$ cat src/design/fqp_pkg.sv
package fqp_pkg;

  localparam int unsigned CNT_W = 32;
  localparam int unsigned OUT_CNT_W = 32;

  typedef struct packed {
    logic [7:0] in_byte;
    logic       end_of_input;
  } in_item_t;

  typedef struct packed {
    logic [7:0]           out_byte;
    logic [2:0]           kind;
    logic [2:0]           error_code;
    logic [OUT_CNT_W-1:0] line_number;
    logic [OUT_CNT_W-1:0] column_number;
  } out_item_t;

  typedef enum logic [3:0] {
    CL_BLANK,
    CL_NEWLINE,
    CL_LBRACE,
    CL_RBRACE,
    CL_QUOTE,
    CL_COLON,
    CL_COMMA,
    CL_BSLASH,
    CL_OTHER,
    CL_END
  } cls_t;

  typedef struct packed {
    cls_t       cls;
    logic [7:0] chr;
  } mid_item_t;

  typedef enum logic [3:0] {
    PH_BEFORE_OBJ,
    PH_KEY_OPEN,
    PH_KEY_BODY,
    PH_AFTER_KEY,
    PH_VALUE_OPEN,
    PH_VALUE_BODY,
    PH_AFTER_VALUE,
    PH_DONE,
    PH_ERROR
  } phase_t;

  typedef enum logic [2:0] {
    KIND_LAYOUT,
    KIND_KEY,
    KIND_VALUE,
    KIND_KEY_CLOSED,
    KIND_PAIR_CLOSED,
    KIND_OBJ_CLOSED,
    KIND_ERROR,
    KIND_IDLE
  } kind_t;

  typedef enum logic [2:0] {
    ERR_NONE,
    ERR_BRACE,
    ERR_QUOTE,
    ERR_COLON,
    ERR_COMMA_BRACE,
    ERR_EARLY_END
  } err_t;

  localparam logic [7:0] CH_SPACE   = 8'h20;
  localparam logic [7:0] CH_TAB     = 8'h09;
  localparam logic [7:0] CH_NEWLINE = 8'h0a;
  localparam logic [7:0] CH_LBRACE  = 8'h7b;
  localparam logic [7:0] CH_RBRACE  = 8'h7d;
  localparam logic [7:0] CH_QUOTE   = 8'h22;
  localparam logic [7:0] CH_COLON   = 8'h3a;
  localparam logic [7:0] CH_COMMA   = 8'h2c;
  localparam logic [7:0] CH_BSLASH  = 8'h5c;

  // Wide counters show all ones once they no longer fit the output field.
  function automatic logic [OUT_CNT_W-1:0] clip_cnt(input logic [CNT_W-1:0] v);
    logic [63:0] ext;
    ext = 64'(v);
    return (|ext[63:OUT_CNT_W]) ? '1 : ext[OUT_CNT_W-1:0];
  endfunction

endpackage

$ cat src/design/fqp_front.sv
module fqp_front (
  input  logic                 in_valid,
  input  fqp_pkg::in_item_t    in_item,
  output logic                 mid_push,
  output fqp_pkg::mid_item_t   mid_item
);

  fqp_pkg::cls_t cls;

  always_comb begin
    if (in_item.end_of_input) begin
      cls = fqp_pkg::CL_END;
    end else begin
      case (in_item.in_byte)
        fqp_pkg::CH_SPACE, fqp_pkg::CH_TAB: cls = fqp_pkg::CL_BLANK;
        fqp_pkg::CH_NEWLINE: cls = fqp_pkg::CL_NEWLINE;
        fqp_pkg::CH_LBRACE:  cls = fqp_pkg::CL_LBRACE;
        fqp_pkg::CH_RBRACE:  cls = fqp_pkg::CL_RBRACE;
        fqp_pkg::CH_QUOTE:   cls = fqp_pkg::CL_QUOTE;
        fqp_pkg::CH_COLON:   cls = fqp_pkg::CL_COLON;
        fqp_pkg::CH_COMMA:   cls = fqp_pkg::CL_COMMA;
        fqp_pkg::CH_BSLASH:  cls = fqp_pkg::CL_BSLASH;
        default:             cls = fqp_pkg::CL_OTHER;
      endcase
    end
  end

  // The byte is echoed as zero on end of stream.
  assign mid_item.cls = cls;
  assign mid_item.chr = in_item.end_of_input ? 8'h00 : in_item.in_byte;
  assign mid_push     = in_valid;

endmodule

$ cat src/design/fqp_queue.sv
module fqp_queue (
  input  logic               clk,
  input  logic               rst_n,
  input  logic               push,
  input  fqp_pkg::mid_item_t push_item,
  output logic               full,
  input  logic               pop,
  output logic               empty,
  output fqp_pkg::mid_item_t pop_item
);

  fqp_pkg::mid_item_t slot_r [2];
  logic       rd_ptr_r, rd_ptr_nxt;
  logic       wr_ptr_r, wr_ptr_nxt;
  logic [1:0] cnt_r, cnt_nxt;
  logic       do_push, do_pop;

  assign full     = (cnt_r == 2'd2);
  assign empty    = (cnt_r == 2'd0);
  assign pop_item = slot_r[rd_ptr_r];
  assign do_push  = push && !full;
  assign do_pop   = pop && !empty;

  always_comb begin
    rd_ptr_nxt = do_pop ? ~rd_ptr_r : rd_ptr_r;
    wr_ptr_nxt = do_push ? ~wr_ptr_r : wr_ptr_r;
    cnt_nxt    = cnt_r + {1'b0, do_push} - {1'b0, do_pop};
  end

  always_ff @(posedge clk) begin
    if (!rst_n) begin
      rd_ptr_r <= 1'b0;
      wr_ptr_r <= 1'b0;
      cnt_r    <= 2'd0;
    end else begin
      rd_ptr_r <= rd_ptr_nxt;
      wr_ptr_r <= wr_ptr_nxt;
      cnt_r    <= cnt_nxt;
    end
  end

  always_ff @(posedge clk) begin
    if (do_push) begin
      slot_r[wr_ptr_r] <= push_item;
    end
  end

  assert property (@(posedge clk) disable iff (!rst_n)
    cnt_r <= 2'd2)
    else $error("queue count out of range");

  assert property (@(posedge clk) disable iff (!rst_n)
    (cnt_r == 2'd0) || (cnt_r == 2'd2) || (rd_ptr_r != wr_ptr_r))
    else $error("queue pointers disagree with count");

endmodule

$ cat src/design/fqp_back.sv
module fqp_back (
  input  logic                clk,
  input  logic                rst_n,
  input  logic                q_empty,
  input  fqp_pkg::mid_item_t  q_item,
  output logic                q_pop,
  output logic                out_empty,
  input  logic                out_pop,
  output fqp_pkg::out_item_t  out_data
);

  fqp_pkg::phase_t phase_r, phase_nxt;
  fqp_pkg::err_t   err_r, err_nxt;
  logic            esc_r, esc_nxt;
  logic [fqp_pkg::CNT_W-1:0] line_r, line_nxt;
  logic [fqp_pkg::CNT_W-1:0] col_r, col_nxt;

  fqp_pkg::kind_t kind;
  logic           take;
  logic           blank;
  logic           fire;
  logic           closes;

  fqp_pkg::out_item_t res;
  fqp_pkg::out_item_t oq_r [2];
  logic       oq_rd_r, oq_wr_r;
  logic [1:0] oq_cnt_r, oq_cnt_nxt;
  logic       oq_pop;

  assign fire   = !q_empty && (oq_cnt_r != 2'd2);
  assign q_pop  = fire;
  assign blank  = q_item.cls inside {fqp_pkg::CL_BLANK, fqp_pkg::CL_NEWLINE};
  assign closes = (q_item.cls == fqp_pkg::CL_QUOTE) && !esc_r;

  // Next phase, escape flag and latched error.
  always_comb begin
    phase_nxt = phase_r;
    esc_nxt   = esc_r;
    err_nxt   = err_r;
    if (phase_r inside {fqp_pkg::PH_ERROR, fqp_pkg::PH_DONE}) begin
      phase_nxt = phase_r;
    end else if (q_item.cls == fqp_pkg::CL_END) begin
      phase_nxt = fqp_pkg::PH_ERROR;
      err_nxt   = fqp_pkg::ERR_EARLY_END;
    end else begin
      case (phase_r)
        fqp_pkg::PH_BEFORE_OBJ: begin
          if (q_item.cls == fqp_pkg::CL_LBRACE) begin
            phase_nxt = fqp_pkg::PH_KEY_OPEN;
          end else if (!blank) begin
            phase_nxt = fqp_pkg::PH_ERROR;
            err_nxt   = fqp_pkg::ERR_BRACE;
          end
        end
        fqp_pkg::PH_KEY_OPEN, fqp_pkg::PH_VALUE_OPEN: begin
          if (q_item.cls == fqp_pkg::CL_QUOTE) begin
            esc_nxt   = 1'b0;
            phase_nxt = (phase_r == fqp_pkg::PH_KEY_OPEN) ? fqp_pkg::PH_KEY_BODY
                                                          : fqp_pkg::PH_VALUE_BODY;
          end else if (!blank) begin
            phase_nxt = fqp_pkg::PH_ERROR;
            err_nxt   = fqp_pkg::ERR_QUOTE;
          end
        end
        fqp_pkg::PH_KEY_BODY, fqp_pkg::PH_VALUE_BODY: begin
          if (closes) begin
            esc_nxt   = 1'b0;
            phase_nxt = (phase_r == fqp_pkg::PH_KEY_BODY) ? fqp_pkg::PH_AFTER_KEY
                                                          : fqp_pkg::PH_AFTER_VALUE;
          end else begin
            esc_nxt = (q_item.cls == fqp_pkg::CL_BSLASH);
          end
        end
        fqp_pkg::PH_AFTER_KEY: begin
          if (q_item.cls == fqp_pkg::CL_COLON) begin
            phase_nxt = fqp_pkg::PH_VALUE_OPEN;
          end else if (!blank) begin
            phase_nxt = fqp_pkg::PH_ERROR;
            err_nxt   = fqp_pkg::ERR_COLON;
          end
        end
        fqp_pkg::PH_AFTER_VALUE: begin
          if (q_item.cls == fqp_pkg::CL_COMMA) begin
            phase_nxt = fqp_pkg::PH_KEY_OPEN;
          end else if (q_item.cls == fqp_pkg::CL_RBRACE) begin
            phase_nxt = fqp_pkg::PH_DONE;
          end else if (!blank) begin
            phase_nxt = fqp_pkg::PH_ERROR;
            err_nxt   = fqp_pkg::ERR_COMMA_BRACE;
          end
        end
        default: begin
          phase_nxt = phase_r;
        end
      endcase
    end
  end

  // Tag of the beat and whether the counters advance for it.
  always_comb begin
    kind = fqp_pkg::KIND_LAYOUT;
    take = 1'b0;
    if (phase_nxt == fqp_pkg::PH_ERROR) begin
      kind = fqp_pkg::KIND_ERROR;
    end else if (phase_r == fqp_pkg::PH_DONE) begin
      kind = fqp_pkg::KIND_IDLE;
    end else begin
      take = 1'b1;
      case (phase_r)
        fqp_pkg::PH_KEY_BODY: begin
          kind = closes ? fqp_pkg::KIND_KEY_CLOSED : fqp_pkg::KIND_KEY;
        end
        fqp_pkg::PH_VALUE_BODY: begin
          kind = closes ? fqp_pkg::KIND_PAIR_CLOSED : fqp_pkg::KIND_VALUE;
        end
        fqp_pkg::PH_AFTER_VALUE: begin
          kind = (q_item.cls == fqp_pkg::CL_RBRACE) ? fqp_pkg::KIND_OBJ_CLOSED
                                                    : fqp_pkg::KIND_LAYOUT;
        end
        default: begin
          kind = fqp_pkg::KIND_LAYOUT;
        end
      endcase
    end
  end

  always_comb begin
    line_nxt = line_r;
    col_nxt  = col_r;
    if (take) begin
      if (q_item.cls == fqp_pkg::CL_NEWLINE) begin
        if (line_r != '1) begin
          line_nxt = line_r + 1'b1;
        end
        col_nxt = fqp_pkg::CNT_W'(1);
      end else if (col_r != '1) begin
        col_nxt = col_r + 1'b1;
      end
    end
  end

  always_comb begin
    res.out_byte      = q_item.chr;
    res.kind          = kind;
    res.error_code    = (kind == fqp_pkg::KIND_ERROR) ? err_nxt : fqp_pkg::ERR_NONE;
    res.line_number   = fqp_pkg::clip_cnt(line_nxt);
    res.column_number = fqp_pkg::clip_cnt(col_nxt);
  end

  always_ff @(posedge clk) begin
    if (!rst_n) begin
      phase_r <= fqp_pkg::PH_BEFORE_OBJ;
      esc_r   <= 1'b0;
      err_r   <= fqp_pkg::ERR_NONE;
      line_r  <= fqp_pkg::CNT_W'(1);
      col_r   <= fqp_pkg::CNT_W'(1);
    end else if (fire) begin
      phase_r <= phase_nxt;
      esc_r   <= esc_nxt;
      err_r   <= err_nxt;
      line_r  <= line_nxt;
      col_r   <= col_nxt;
    end
  end

  // Two-entry result queue keeps the parser moving while a result waits.
  assign oq_pop     = out_pop && (oq_cnt_r != 2'd0);
  assign out_empty  = (oq_cnt_r == 2'd0);
  assign out_data   = oq_r[oq_rd_r];
  assign oq_cnt_nxt = oq_cnt_r + {1'b0, fire} - {1'b0, oq_pop};

  always_ff @(posedge clk) begin
    if (!rst_n) begin
      oq_rd_r  <= 1'b0;
      oq_wr_r  <= 1'b0;
      oq_cnt_r <= 2'd0;
    end else begin
      if (oq_pop) begin
        oq_rd_r <= ~oq_rd_r;
      end
      if (fire) begin
        oq_wr_r <= ~oq_wr_r;
      end
      oq_cnt_r <= oq_cnt_nxt;
    end
  end

  always_ff @(posedge clk) begin
    if (fire) begin
      oq_r[oq_wr_r] <= res;
    end
  end

  assert property (@(posedge clk) disable iff (!rst_n)
    (phase_r == fqp_pkg::PH_ERROR) |-> (err_r != fqp_pkg::ERR_NONE))
    else $error("error phase without a latched code");

  assert property (@(posedge clk) disable iff (!rst_n)
    fire && (res.kind == fqp_pkg::KIND_ERROR) |-> (res.error_code != fqp_pkg::ERR_NONE))
    else $error("error beat without a code");

  assert property (@(posedge clk) disable iff (!rst_n)
    (phase_r == fqp_pkg::PH_DONE || phase_r == fqp_pkg::PH_ERROR) |=>
      ($stable(line_r) && $stable(col_r)))
    else $error("counters moved after parsing stopped");

  assert property (@(posedge clk) disable iff (!rst_n)
    oq_cnt_r <= 2'd2)
    else $error("result queue overflow");

endmodule

$ cat src/design/flat_quoted_pair_object_parser.sv
// Channel  Ports                          Beat accepted when
// -------  -----------------------------  -------------------------
// input    in_push, in_full, in_data      in_push && !in_full
// result   out_empty, out_pop, out_data   out_pop && !out_empty
//
// One byte per cycle is sustained while the result side keeps popping; a
// byte's result is registered in the middle queue after classification and
// then in the result queue after parsing, from which it can be popped. The parser step in the back end sets the rate.
// Reset is synchronous and active low, and it empties both queues.
// A stalled result side fills the result queue, then the middle queue, and
// only then raises in_full.
module flat_quoted_pair_object_parser (
  input  logic               clk,
  input  logic               rst_n,
  input  logic               in_push,
  output logic               in_full,
  input  fqp_pkg::in_item_t  in_data,
  output logic               out_empty,
  input  logic               out_pop,
  output fqp_pkg::out_item_t out_data
);

  logic               mid_push;
  fqp_pkg::mid_item_t mid_in;
  fqp_pkg::mid_item_t mid_out;
  logic               mid_empty;
  logic               mid_pop;

  fqp_front u_front (
    .in_valid (in_push),
    .in_item  (in_data),
    .mid_push (mid_push),
    .mid_item (mid_in)
  );

  fqp_queue u_queue (
    .clk       (clk),
    .rst_n     (rst_n),
    .push      (mid_push),
    .push_item (mid_in),
    .full      (in_full),
    .pop       (mid_pop),
    .empty     (mid_empty),
    .pop_item  (mid_out)
  );

  fqp_back u_back (
    .clk       (clk),
    .rst_n     (rst_n),
    .q_empty   (mid_empty),
    .q_item    (mid_out),
    .q_pop     (mid_pop),
    .out_empty (out_empty),
    .out_pop   (out_pop),
    .out_data  (out_data)
  );

endmodule

$ cat config.mk
export PLATFORM = sky130hd
export DESIGN_NAME = flat_quoted_pair_object_parser
export DESIGN_NICKNAME = d
export VERILOG_FILES = /design/src/design/fqp_pkg.sv /design/src/design/fqp_front.sv /design/src/design/fqp_queue.sv /design/src/design/fqp_back.sv /design/src/design/flat_quoted_pair_object_parser.sv
export SDC_FILE = /design/constraint.sdc
export NUM_CORES = 1
export LEC_CHECK = 0
export BUFFER_PORTS_ARGS = -buffer_cell sky130_fd_sc_hd__buf_4
export CAP_MARGIN = 20
export CORE_MARGIN = 3
export CORE_UTILIZATION = 50
export DETAILED_ROUTE_END_ITERATION = 10
export GPL_ROUTABILITY_DRIVEN = 0
export PLACE_DENSITY = 0.68
export RECOVER_POWER = 25
export SYNTH_ARGS = -nofsm -noshare
export SYNTH_HDL_FRONTEND = slang
export SYNTH_SLANG_ARGS = --single-unit
$ cat constraint.sdc
create_clock -name clk -period 9.8 [get_ports clk]
set_clock_uncertainty 0.1 [all_clocks]
set_input_delay 0.49 -clock clk [delete_from_list [all_inputs] [get_ports clk]]
set_output_delay 0.49 -clock clk [all_outputs]
set_load 0.02 [all_outputs]
==> impl_results.md, run 1 <==
* PwrDens at 306 nW/um2
* Slew HR at -130%
* CP startpoint kind: flop
* Dpl hpwl at 18200 um
* Worst-margin pin slew at 3.46 ns
* Antenna cells at 0
* Critical path arrival at 5.61 ns
* Root Buffer: clkbuf_16
* RSZ-0062 raised after global routing: no
* GRT Residual Overflow at 0
* First DRT Iteration DRCs at 858
* Ys flop type: edfxtp_1
* Worst-skew pair later-pin latency at 0.54 ns
* Share of layout cells above drive strength 1 at 20.2%
* Drt wl/cell at 17.8 um
* CP Buf/Inv Count at 3
* Status: finished, violations left
* Die Span Y at 166 um
* Vias at 9276
* Min-delay worst type: in -> reg
* Fin. max-slew vios at 164
* Std cell rows at 58
* Netlist cell types at 84
* Cts hold-fix bufs at 0
* YS warnings at 0
* Clock sinks at 262
* Util after Layout at 58.2%
* CTS resizes at 0
* Commonest non-fill, non-tap cells in the layout: 180 x edfxtp_1, 118 x nor2_1, 90 x buf_4, 83 x mux2_2, 82 x dfxtp_1
* Seq/Total Area, Yosys at 54.8%
* Final nets at 1246
* DR vias/cell at 5.87
* Net count after synthesis at 1184
* VDD IR max at 234 uV
* First-pass GRT wire length at 46400 um
* CP endpoint kind: flop
* Leakage power at 5.06 nW
* Clock buffer depth at 3
* Slowest-stage cell, CP: clkbuf_1
* Mean Syn Cell Area at 11.0 um2
* DRC errors left at 0
* CTS tree: done
* Max_cap viols at 4
* Worst-path fanout max at 58
* Final worst slack at 4.17 ns
* Delay-heaviest family, CP: buffers and inverters
* Final WL at 28100 um
* FFs w/ async S/R, synth at 0%
* Number of synthesized flops with an enable pin at 180
* Max frequency at 0.178 GHz
* Kind of critical path: reg -> reg
* CTS Buf Count at 28
* CTS H-tree lvls at 1
* P&R area growth vs syn at 14.3%
* IO Port Bufs at 92
* Area of the multi-input gates at 5420 um2
* TritonRoute pass-1 iters at 5
* Flops & latches, synth at 262
* Met3 Use GR at 3.59%
* Dpl ws at 4.98 ns
* Grt peak-use layer: met2
* Worst Path Required at 9.78 ns
* Starting Density at 50.9%
* Final setup viols at 0
* Cell area after synthesis at 12900 um2
* Vias in the first global route at 9098
* Fill cell count at 2125
* Post-Synthesis Cells at 1165
* Tot GR Track Use at 19.9%
* Cell mode on critical path: clkbuf_1
* Most common cell after layout, fill and taps aside: edfxtp_1
* Die width at 166 um
* Antenna-violating nets left at 0
* Register area at 7050 um2
* Final instance area at 14700 um2
* Initial antenna violation count at 0
* CP Cell Sequence: inv_1, o22ai_1, clkbuf_1, nor2_1, clkbuf_1
* Final Hold Fails at 0
* Setup TNS at 0 ns
* Worst path max stage delay at 2.52 ns
* Failing checks: max-capacitance violations, max-slew violations
* Die footprint at 27700 um2
* Met2 usage at 33.7%
* Final worst path period share at 57.5%
* Setup Buffers After CTS at 0
* Boundary pin count at 93
* Met1 Usage GRT at 26.6%
* Core area at 25300 um2
* Period minus WS final at 5.63 ns
* Cell area after placement at 13800 um2
* Worst-path clk slew at 0.06 ns
* Largest net degree at the start of global routing at 74
layer usage:
layer / vias to the layer above / routed length (um)
met1: 4449 / 12100
met5: - / 0
met3: 39 / 1930
met2: 328 / 13500
li1: 4460 / -
met4: 0 / 516
area by class of cell:
type | count | share of cell area [%]
Clock inverter | 16 | 1.07
Clock buffer | 36 | 5.82
Sequential cell | 262 | 47.9
Inverter | 20 | 0.511
Tap cell | 330 | 2.81
Timing Repair Buffer | 106 | 5.00
Multi-Input combinational cell | 809 | 36.9
cells in the mapped netlist, types with 4 or more instances:
| master | instances | area, um2 |
|---|---|---|
| nor4_1 | 13 | 81.3 |
| xnor2_1 | 53 | 464 |
| ha_1 | 6 | 75.1 |
| nand4_1 | 21 | 131 |
| inv_1 | 20 | 75.1 |
| and2_1 | 16 | 100 |
| buf_2 | 9 | 45.0 |
| nor3_1 | 38 | 190 |
| o21a_1 | 5 | 37.5 |
| buf_1 | 11 | 41.3 |
| dfxtp_1 | 82 | 1640 |
| mux2_2 | 88 | 991 |
| clkbuf_1 | 49 | 184 |
| or3_1 | 15 | 93.8 |
| o41ai_1 | 5 | 43.8 |
| nor2_1 | 118 | 443 |
| a22oi_1 | 5 | 37.5 |
| or4_1 | 8 | 60.1 |
| a211oi_1 | 7 | 52.6 |
| o31ai_1 | 16 | 120 |
| and3_1 | 13 | 81.3 |
| xor2_1 | 32 | 280 |
| nand2_1 | 76 | 285 |
| and4_1 | 8 | 70.1 |
| a32oi_1 | 5 | 43.8 |
| nor4b_1 | 5 | 43.8 |
| o21ai_1 | 4 | 20.0 |
| buf_4 | 4 | 30.0 |
| or2_2 | 7 | 43.8 |
| a31oi_1 | 22 | 138 |
| nand2b_1 | 17 | 106 |
| edfxtp_1 | 180 | 5410 |
| o211ai_1 | 9 | 67.6 |
| nor2b_1 | 13 | 81.3 |
| a21oi_1 | 37 | 185 |
| nand3_1 | 39 | 195 |
| o21ai_0 | 46 | 230 |
stage by stage:
| step | hold WS (ns) | instances | total power [mW] |
|---|---|---|---|
| CTS | 0.132 | 1577 | 4.55 |
| global placement | 0.357 | 1524 | 3.40 |
| finish | 0.235 | 1579 | 4.50 |
| floorplan | 0.343 | 1165 | 2.83 |
| global route | 0.252 | 1579 | 4.74 |
| detailed placement | 0.382 | 1525 | 3.43 |
sequential cells by signal, indices dropped and copies added, names as in the netlist, named ones only:
register,flops
u_back.oq_r,156
u_queue.rd_ptr_r,1
u_back.phase_r,4
u_back.esc_r,1
u_back.oq_wr_r,1
u_back.err_r,3
u_back.oq_cnt_r,2
u_back.col_r,32
u_queue.wr_ptr_r,1
u_back.line_r,32
u_queue.cnt_r,2
u_queue.slot_r,24
u_back.oq_rd_r,1
where the power goes:
group	switching (mW)	internal, mW	leakage (nW)
clock network	0.440	0.673	0.495
registers	0.108	1.54	2.37
logic	1.14	0.603	2.19
total	1.68	2.81	5.06
path summary, 6_finish.rpt:
path	startpoint	end	slack (ns)	cells after the start
setup / recovery	u_back.oq_cnt_r[1]	u_back.oq_r[0][72]	4.17	5
hold / removal	in_data[8]	u_queue.slot_r[1][7]	0.24	2
setup reg to reg	u_back.oq_cnt_r[1]	u_back.oq_r[0][72]	4.17	5
hold reg to reg	u_back.esc_r	u_back.esc_r	0.39	2
cell families after synthesis:
family,count (synthesis),share of synthesized area [%]
AOI/OAI and AO/OA,197,10.5
muxes,89,7.78
xor gates and xnor gates,85,5.79
DFF,262,54.8
adders and majority gates,6,0.584
and+or+nand+nor,432,17.5
buffers and inverters,94,3.01
(Power assumes the default switching activity.)
==> run 2: changes to the inputs <==
==> constraint.sdc (replaced) <==
create_clock -name clk -period 5.8 [get_ports clk]
set_clock_uncertainty 0.1 [all_clocks]
set_input_delay 0.29 -clock clk [delete_from_list [all_inputs] [get_ports clk]]
set_output_delay 0.29 -clock clk [all_outputs]
set_load 0.02 [all_outputs]
==> run 2 against run 1 <==
Net effect:
- final area is 1.1% lower
- first-iteration DRC count is 4.1% higher
- largest cell class unchanged
- routed wire length is 0.15% lower
- clock power is 50% higher
- combinational power is 67% higher
- die area stayed put
- utilization is 0.65 points lower
- via count is 0.42% lower
- the flow still finishes with violations (max-capacitance violations, max-slew violations)
- worst setup slack worse by 2.8 ns
- flip-flop and latch count stayed put
- fmax is 28% higher
==> impl_results.md, run 2 (synthesis gave the netlist of run 1 again) <==
* Slew HR at -87.2%
* Biggest regs: u_back.oq_r: 156 flops, u_back.col_r: 32 flops, u_back.line_r: 32 flops
* CTS tree: done
* Met3 Use GR at 3.05%
* Cell count after placement at 1527
* Fin. max-slew vios at 130
* Met2 usage at 32.9%
* PwrDens at 506 nW/um2
* Critical path arrival at 4.57 ns
* Final WL at 28100 um
* First DRT Iteration DRCs at 893
* Leakage power at 4.94 nW
* Setup Buffers After CTS at 0
* Vias in the first global route at 8936
* Max_cap viols at 2
* Starting Density at 50.9%
* Top reg by flops: u_back.oq_r
* Final Hold Fails at 0
* Max frequency at 0.228 GHz
* Largest net degree at the start of global routing at 73
* Hold Crit Start: in_data[0]
* Clock sinks at 262
* Grt peak-use layer: met2
* CP startpoint kind: flop
* P_sw at 2.82 mW
* Most common cell after layout, fill and taps aside: edfxtp_1
* Worst-path fanout max at 26
* TritonRoute pass-1 iters at 7
* RSZ-0062 raised after global routing: no
* Cts hold-fix bufs at 1
* Sequential share of power at 38.0%
* GRT Residual Overflow at 0
* CTS Buf Count at 28
* Post-Layout Cell Count at 1583
* Worst-skew pair later-pin latency at 0.54 ns
* Util after Layout at 57.6%
* P&R area growth vs syn at 13.0%
* Final worst slack at 1.41 ns
* Die width at 166 um
* Fill cell count at 2182
* Die Span Y at 166 um
* Dpl ws at 1.12 ns
* Final worst path period share at 75.7%
* Worst-margin pin slew at 2.81 ns
* Worst-path clk slew at 0.06 ns
* Final setup viols at 0
* Std cell rows at 58
* Vias at 9237
* Clock Power Share at 22.5%
* Core area at 25300 um2
* Status: finished, violations left
* Die footprint at 27700 um2
* CTS H-tree lvls at 1
* First-pass GRT wire length at 46100 um
* Min-delay worst type: in -> reg
* Area of the multi-input gates at 5430 um2
* Failing checks: max-capacitance violations, max-slew violations
* Period minus WS final at 4.39 ns
* Worst Path Required at 5.98 ns
* Share of layout cells above drive strength 1 at 17.6%
* Dpl hpwl at 18300 um
* IO Port Bufs at 92
* Max FFs per register at 156
* Root Buffer: clkbuf_16
* Antenna cells at 0
* Setup TNS at 0 ns
* Antenna-violating nets left at 0
* Met1 Usage GRT at 27.2%
* Int Pwr at 4.54 mW
* Worst path max stage delay at 0.86 ns
* Switching portion of total power at 38.3%
* DRC errors left at 0
* Commonest non-fill, non-tap cells in the layout: 180 x edfxtp_1, 118 x nor2_1, 82 x dfxtp_1, 78 x mux2_2, 76 x nand2_1
* CP endpoint kind: flop
* Clock buffer depth at 3
* Tot GR Track Use at 19.8%
* Tot Pwr at 7.36 mW
* Initial antenna violation count at 0
* Boundary pin count at 93
* CTS resizes at 0
* Drt wl/cell at 17.7 um
* Register area at 7050 um2
* Kind of critical path: reg -> reg
* Final nets at 1250
* Gate power share at 39.5%
* Slowest-stage cell, CP: o21ai_2
* CP Cell Sequence: buf_16, or4b_1, a211oi_2, mux2_2, nor4_2, o22ai_2, o21ai_2, nor2_1, buf_4, nand3_1, xnor2_1
* VDD IR max at 344 uV
* DR vias/cell at 5.84
[run 2: changes by cell type in the layout (fill, tap and decap cells not counted), sizes merged]
cell | previous run | this run
clkinvlp | 3 | 0
dlygate4sd3 | 0 | 1
inv | 23 | 22
buf | 91 | 70
bufinv | 2 | 0
clkinv | 8 | 3
clkbuf | 51 | 86
[run 2: power groups by stage]
stage	Combinational [mW]	Sequential [mW]	Clock, mW
5_1_grt	3.15	2.85	1.79
6_report	2.91	2.79	1.66
2_1_floorplan	2.05	2.73	0
3_5_place_dp	2.97	2.84	0
4_1_cts	2.98	2.80	1.70
3_3_place_gp	2.95	2.82	0
[run 2: critical path: cells and delay by family, from the launching register on]
kind / cells / cell delay (ns)
AOI/OAI and AO/OA: 3 / 1.34
xor gates and xnor gates: 1 / 0.09
buffers and inverters: 2 / 0.50
DFF: 1 / 0.43
muxes: 1 / 0.38
and+or+nand+nor: 4 / 1.28
[run 2: final timing paths]
path | to | slack, ns | cells after the start
setup / recovery | u_back.oq_r[1][56] | 1.41 | 11
setup reg to reg | u_back.oq_r[1][56] | 1.41 | 11
hold / removal | u_queue.slot_r[0][6] | 0.05 | 2
hold reg to reg | u_back.esc_r | 0.38 | 2
[run 2: metrics by stage]
stage | hold slack, ns | instance area, um2
after floorplan | 0.343 | 12900
after CTS | 0.00560 | 14600
final | 0.0456 | 14500
after global placement | 0.372 | 13800
after detailed placement | 0.373 | 13800
after global routing | 0.0372 | 14500
[run 2: layout make-up]
cell class,instances,share of cell area [%]
repair buffers,110,4.86
well taps,330,2.84
flip-flops and latches,262,48.5
multi-input cells,809,37.4
clock buffers,47,5.64
inverters,20,0.516
clock inverters,5,0.301
[run 2: routing by layer]
metal  share of wire [%]  up-vias
li1                    -     4456
met2                  48      315
met1                  45     4425
met3                 5.9       41
met4                 1.9        0
met5                   0        -
==> run 3: changes to the inputs <==
--- a/config.mk
+++ b/config.mk
@@ -5,13 +5,14 @@
 export SDC_FILE = /design/constraint.sdc
 export NUM_CORES = 1
 export LEC_CHECK = 0
+export ABC_AREA = 1
 export BUFFER_PORTS_ARGS = -buffer_cell sky130_fd_sc_hd__buf_4
 export CAP_MARGIN = 20
 export CORE_MARGIN = 3
 export CORE_UTILIZATION = 50
 export DETAILED_ROUTE_END_ITERATION = 10
 export GPL_ROUTABILITY_DRIVEN = 0
-export PLACE_DENSITY = 0.68
+export PLACE_DENSITY = 0.7
 export RECOVER_POWER = 25
 export SYNTH_ARGS = -nofsm -noshare
 export SYNTH_HDL_FRONTEND = slang
==> constraint.sdc (replaced) <==
create_clock -name clk -period 3.9 [get_ports clk]
set_clock_uncertainty 0.1 [all_clocks]
set_input_delay 0.195 -clock clk [delete_from_list [all_inputs] [get_ports clk]]
set_output_delay 0.195 -clock clk [all_outputs]
set_load 0.02 [all_outputs]
==> run 3 against run 2 <==
Net effect:
- the flow finishes with violations (negative hold slack, max-capacitance violations, max-slew violations)
- sequential share of layout area decreased by 4.4 points
- first-iteration DRC count increased by 23%
- synthesized cell count increased by 46%
- sequential power increased by 84%
- combinational power increased by 150%
- global-route usage increased by 2.6 points
- clock power increased by 46%
- cell count increased by 37%
- utilization increased by 0.97 points
- routed wire length increased by 22%
- largest cell class unchanged
- highest routed layer unchanged
==> impl_results.md, run 3 <==
* Status: finished, violations left
* Failing checks: negative hold slack, max-capacitance violations, max-slew violations
* Slew HR at -34.9%
* Root Buffer: clkbuf_16
* Final setup viols at 0
* Tot GR Track Use at 22.4%
* Flops & latches, synth at 262
* Max_cap viols at 2
* Kind of critical path: reg -> reg
* Tot Pwr at 14.7 mW
* Core area at 27300 um2
* YS warnings at 0
* Number of synthesized flops with an enable pin at 180
* Min-delay worst type: in -> reg
* Critical path arrival at 3.47 ns
* Cell area after placement at 15100 um2
* Mean Syn Cell Area at 8.29 um2
* Final Hold Fails at 1
* CP startpoint kind: flop
* Ys flop type: edfxtp_1
* Worst-margin pin slew at 2.02 ns
* Worst Path Required at 3.99 ns
* Met2 usage at 37.9%
* Worst-skew pair later-pin latency at 0.53 ns
* Biggest regs: u_back.oq_r: 156 flops, u_back.col_r: 32 flops, u_back.line_r: 32 flops
* Cell area after synthesis at 14100 um2
* IO Port Bufs at 92
* Period minus WS final at 3.38 ns
* Vias at 11.9k
* Share of layout cells above drive strength 1 at 13.5%
* CTS H-tree lvls at 1
* TritonRoute pass-1 iters at 6
* WHS at -0.00405 ns
* GRT Residual Overflow at 0
* Most common cell after layout, fill and taps aside: nand2_1
* Top reg by flops: u_back.oq_r
* Met3 Use GR at 2.93%
* Starting Density at 51.6%
* Final nets at 1800
* Grt peak-use layer: met2
* Die Span Y at 174 um
* FFs w/ async S/R, synth at 0%
* Dominant cell type by area after synthesis: edfxtp_1
* CP endpoint kind: flop
* Reg2reg setup slack at 0.52 ns
* Util after Layout at 58.5%
* First-pass GRT wire length at 57200 um
* Max FFs per register at 156
* Drt wl/cell at 15.8 um
* CTS Buf Count at 27
* Final worst path period share at 86.7%
* Met1 Usage GRT at 31.0%
* Die footprint at 30300 um2
* Antenna-violating nets left at 0
* Die width at 174 um
* Fin. max-slew vios at 46
* Final instance area at 16000 um2
* Largest net degree at the start of global routing at 78
* Worst path max stage delay at 1.62 ns
* Fill cell count at 2481
* DR vias/cell at 5.48
* Worst-path clk slew at 0.06 ns
* Setup Buffers After CTS at 0
* CTS tree: done
* Synth top area cells: edfxtp_1 38%, dfxtp_1 12%, nand2_1 11%
* Worst-path fanout max at 21
* Antenna cells at 0
* Clock sinks at 262
* VDD IR max at 801 uV
* RSZ-0062 raised after global routing: no
* Setup TNS at 0 ns
* Boundary pin count at 93
* P&R area growth vs syn at 13.4%
* Commonest cells post-synth: 418 x nand2_1, 209 x inv_1, 191 x nand3_1
* First DRT Iteration DRCs at 1096
* Commonest non-fill, non-tap cells in the layout: 417 x nand2_1, 209 x inv_1, 190 x nand3_1, 180 x edfxtp_1, 127 x nor2_1
* Leakage power at 6.96 nW
* Initial antenna violation count at 0
* Std cell rows at 60
* Post-Synthesis Cells at 1702
* Final WL at 34300 um
* DRC errors left at 0
* CP Cell Sequence: o22ai_2, nor2_1, clkbuf_2
* Slowest-stage cell, CP: nor2_1
* PwrDens at 921 nW/um2
* Max frequency at 0.296 GHz
* Net count after synthesis at 1721
* Top-area cell type share of the netlist area at 38.3%
* Top-count cell post-synth: nand2_1
* Seq/Total Area, Yosys at 50.0%
* Netlist cell types at 42
* Vias in the first global route at 11.5k
* Clock buffer depth at 3
* Dpl hpwl at 22800 um
==> run 3: repair_timing <==
| action | in CTS | in global routing |
|---|---|---|
| hold buffers | 12 | 0 |
| gates resized for setup | 0 | 0 |
| endpoints found under the hold margin | 38 | 0 |
==> run 3: path summary, 6_finish.rpt <==
path | startpoint | to | depth (start not counted)
worst max-delay path | u_queue.cnt_r[1] | u_back.oq_r[0][21] | 3
worst min register to register | u_queue.rd_ptr_r | flop | 1
worst max register to register | u_queue.cnt_r[1] | u_back.oq_r[0][21] | 3
worst min-delay path | in_push | u_queue.wr_ptr_r | 4
==> run 3: logic make-up (layout without fill, tap and decap cells) <==
family | count (synthesis) | count (layout) | synth area share [%]
compound gates | 207 | 207 | 7.81
xor+xnor | 31 | 31 | 1.92
fa+ha+maj | 6 | 6 | 0.532
buf+inv | 293 | 392 | 8.44
flops | 262 | 262 | 50.0
mux | 79 | 79 | 6.31
simple gates | 824 | 824 | 25.0
==> run 3: cell type report <==
type	instances	area [um2]	area share [%]
Tap cell	372	465	2.91
Timing Repair Buffer	123	932	5.83
Multi-Input combinational cell	1147	5890	36.8
Inverter	220	828	5.18
Clock inverter	11	80.1	0.501
Sequential cell	262	7050	44.1
Clock buffer	38	747	4.67
==> run 3: power breakdown <==
| part | internal [mW] | switching (mW) | leakage, nW |
|---|---|---|---|
| combinational | 2.41 | 4.76 | 4.16 |
| sequential | 4.55 | 0.575 | 2.39 |
| clock | 1.40 | 1.03 | 0.411 |
==> run 3: critical path, delay by kind of cell (launching register included) <==
family | cells | cell delay (ns)
buffers and inverters | 1 | 0.57
DFF | 1 | 0.38
and+or+nand+nor | 1 | 1.62
AOI/OAI and AO/OA | 1 | 0.35
==> run 3: stage by stage <==
stage,instances,setup slack (ns)
2_1_floorplan,1702,0.543
3_3_place_gp,2109,0.833
3_5_place_dp,2110,0.696
4_1_cts,2171,0.678
5_1_grt,2173,0.221
6_report,2173,0.517
==> run 3: metal layers <==
metal | up-vias | part of all wire (%) | routed length, um
met2 | 414 | 46 | 15900
met1 | 5608 | 46 | 15800
met5 | - | 0 | 0
met3 | 45 | 6.4 | 2180
met4 | 0 | 1.5 | 511
li1 | 5841 | - | -
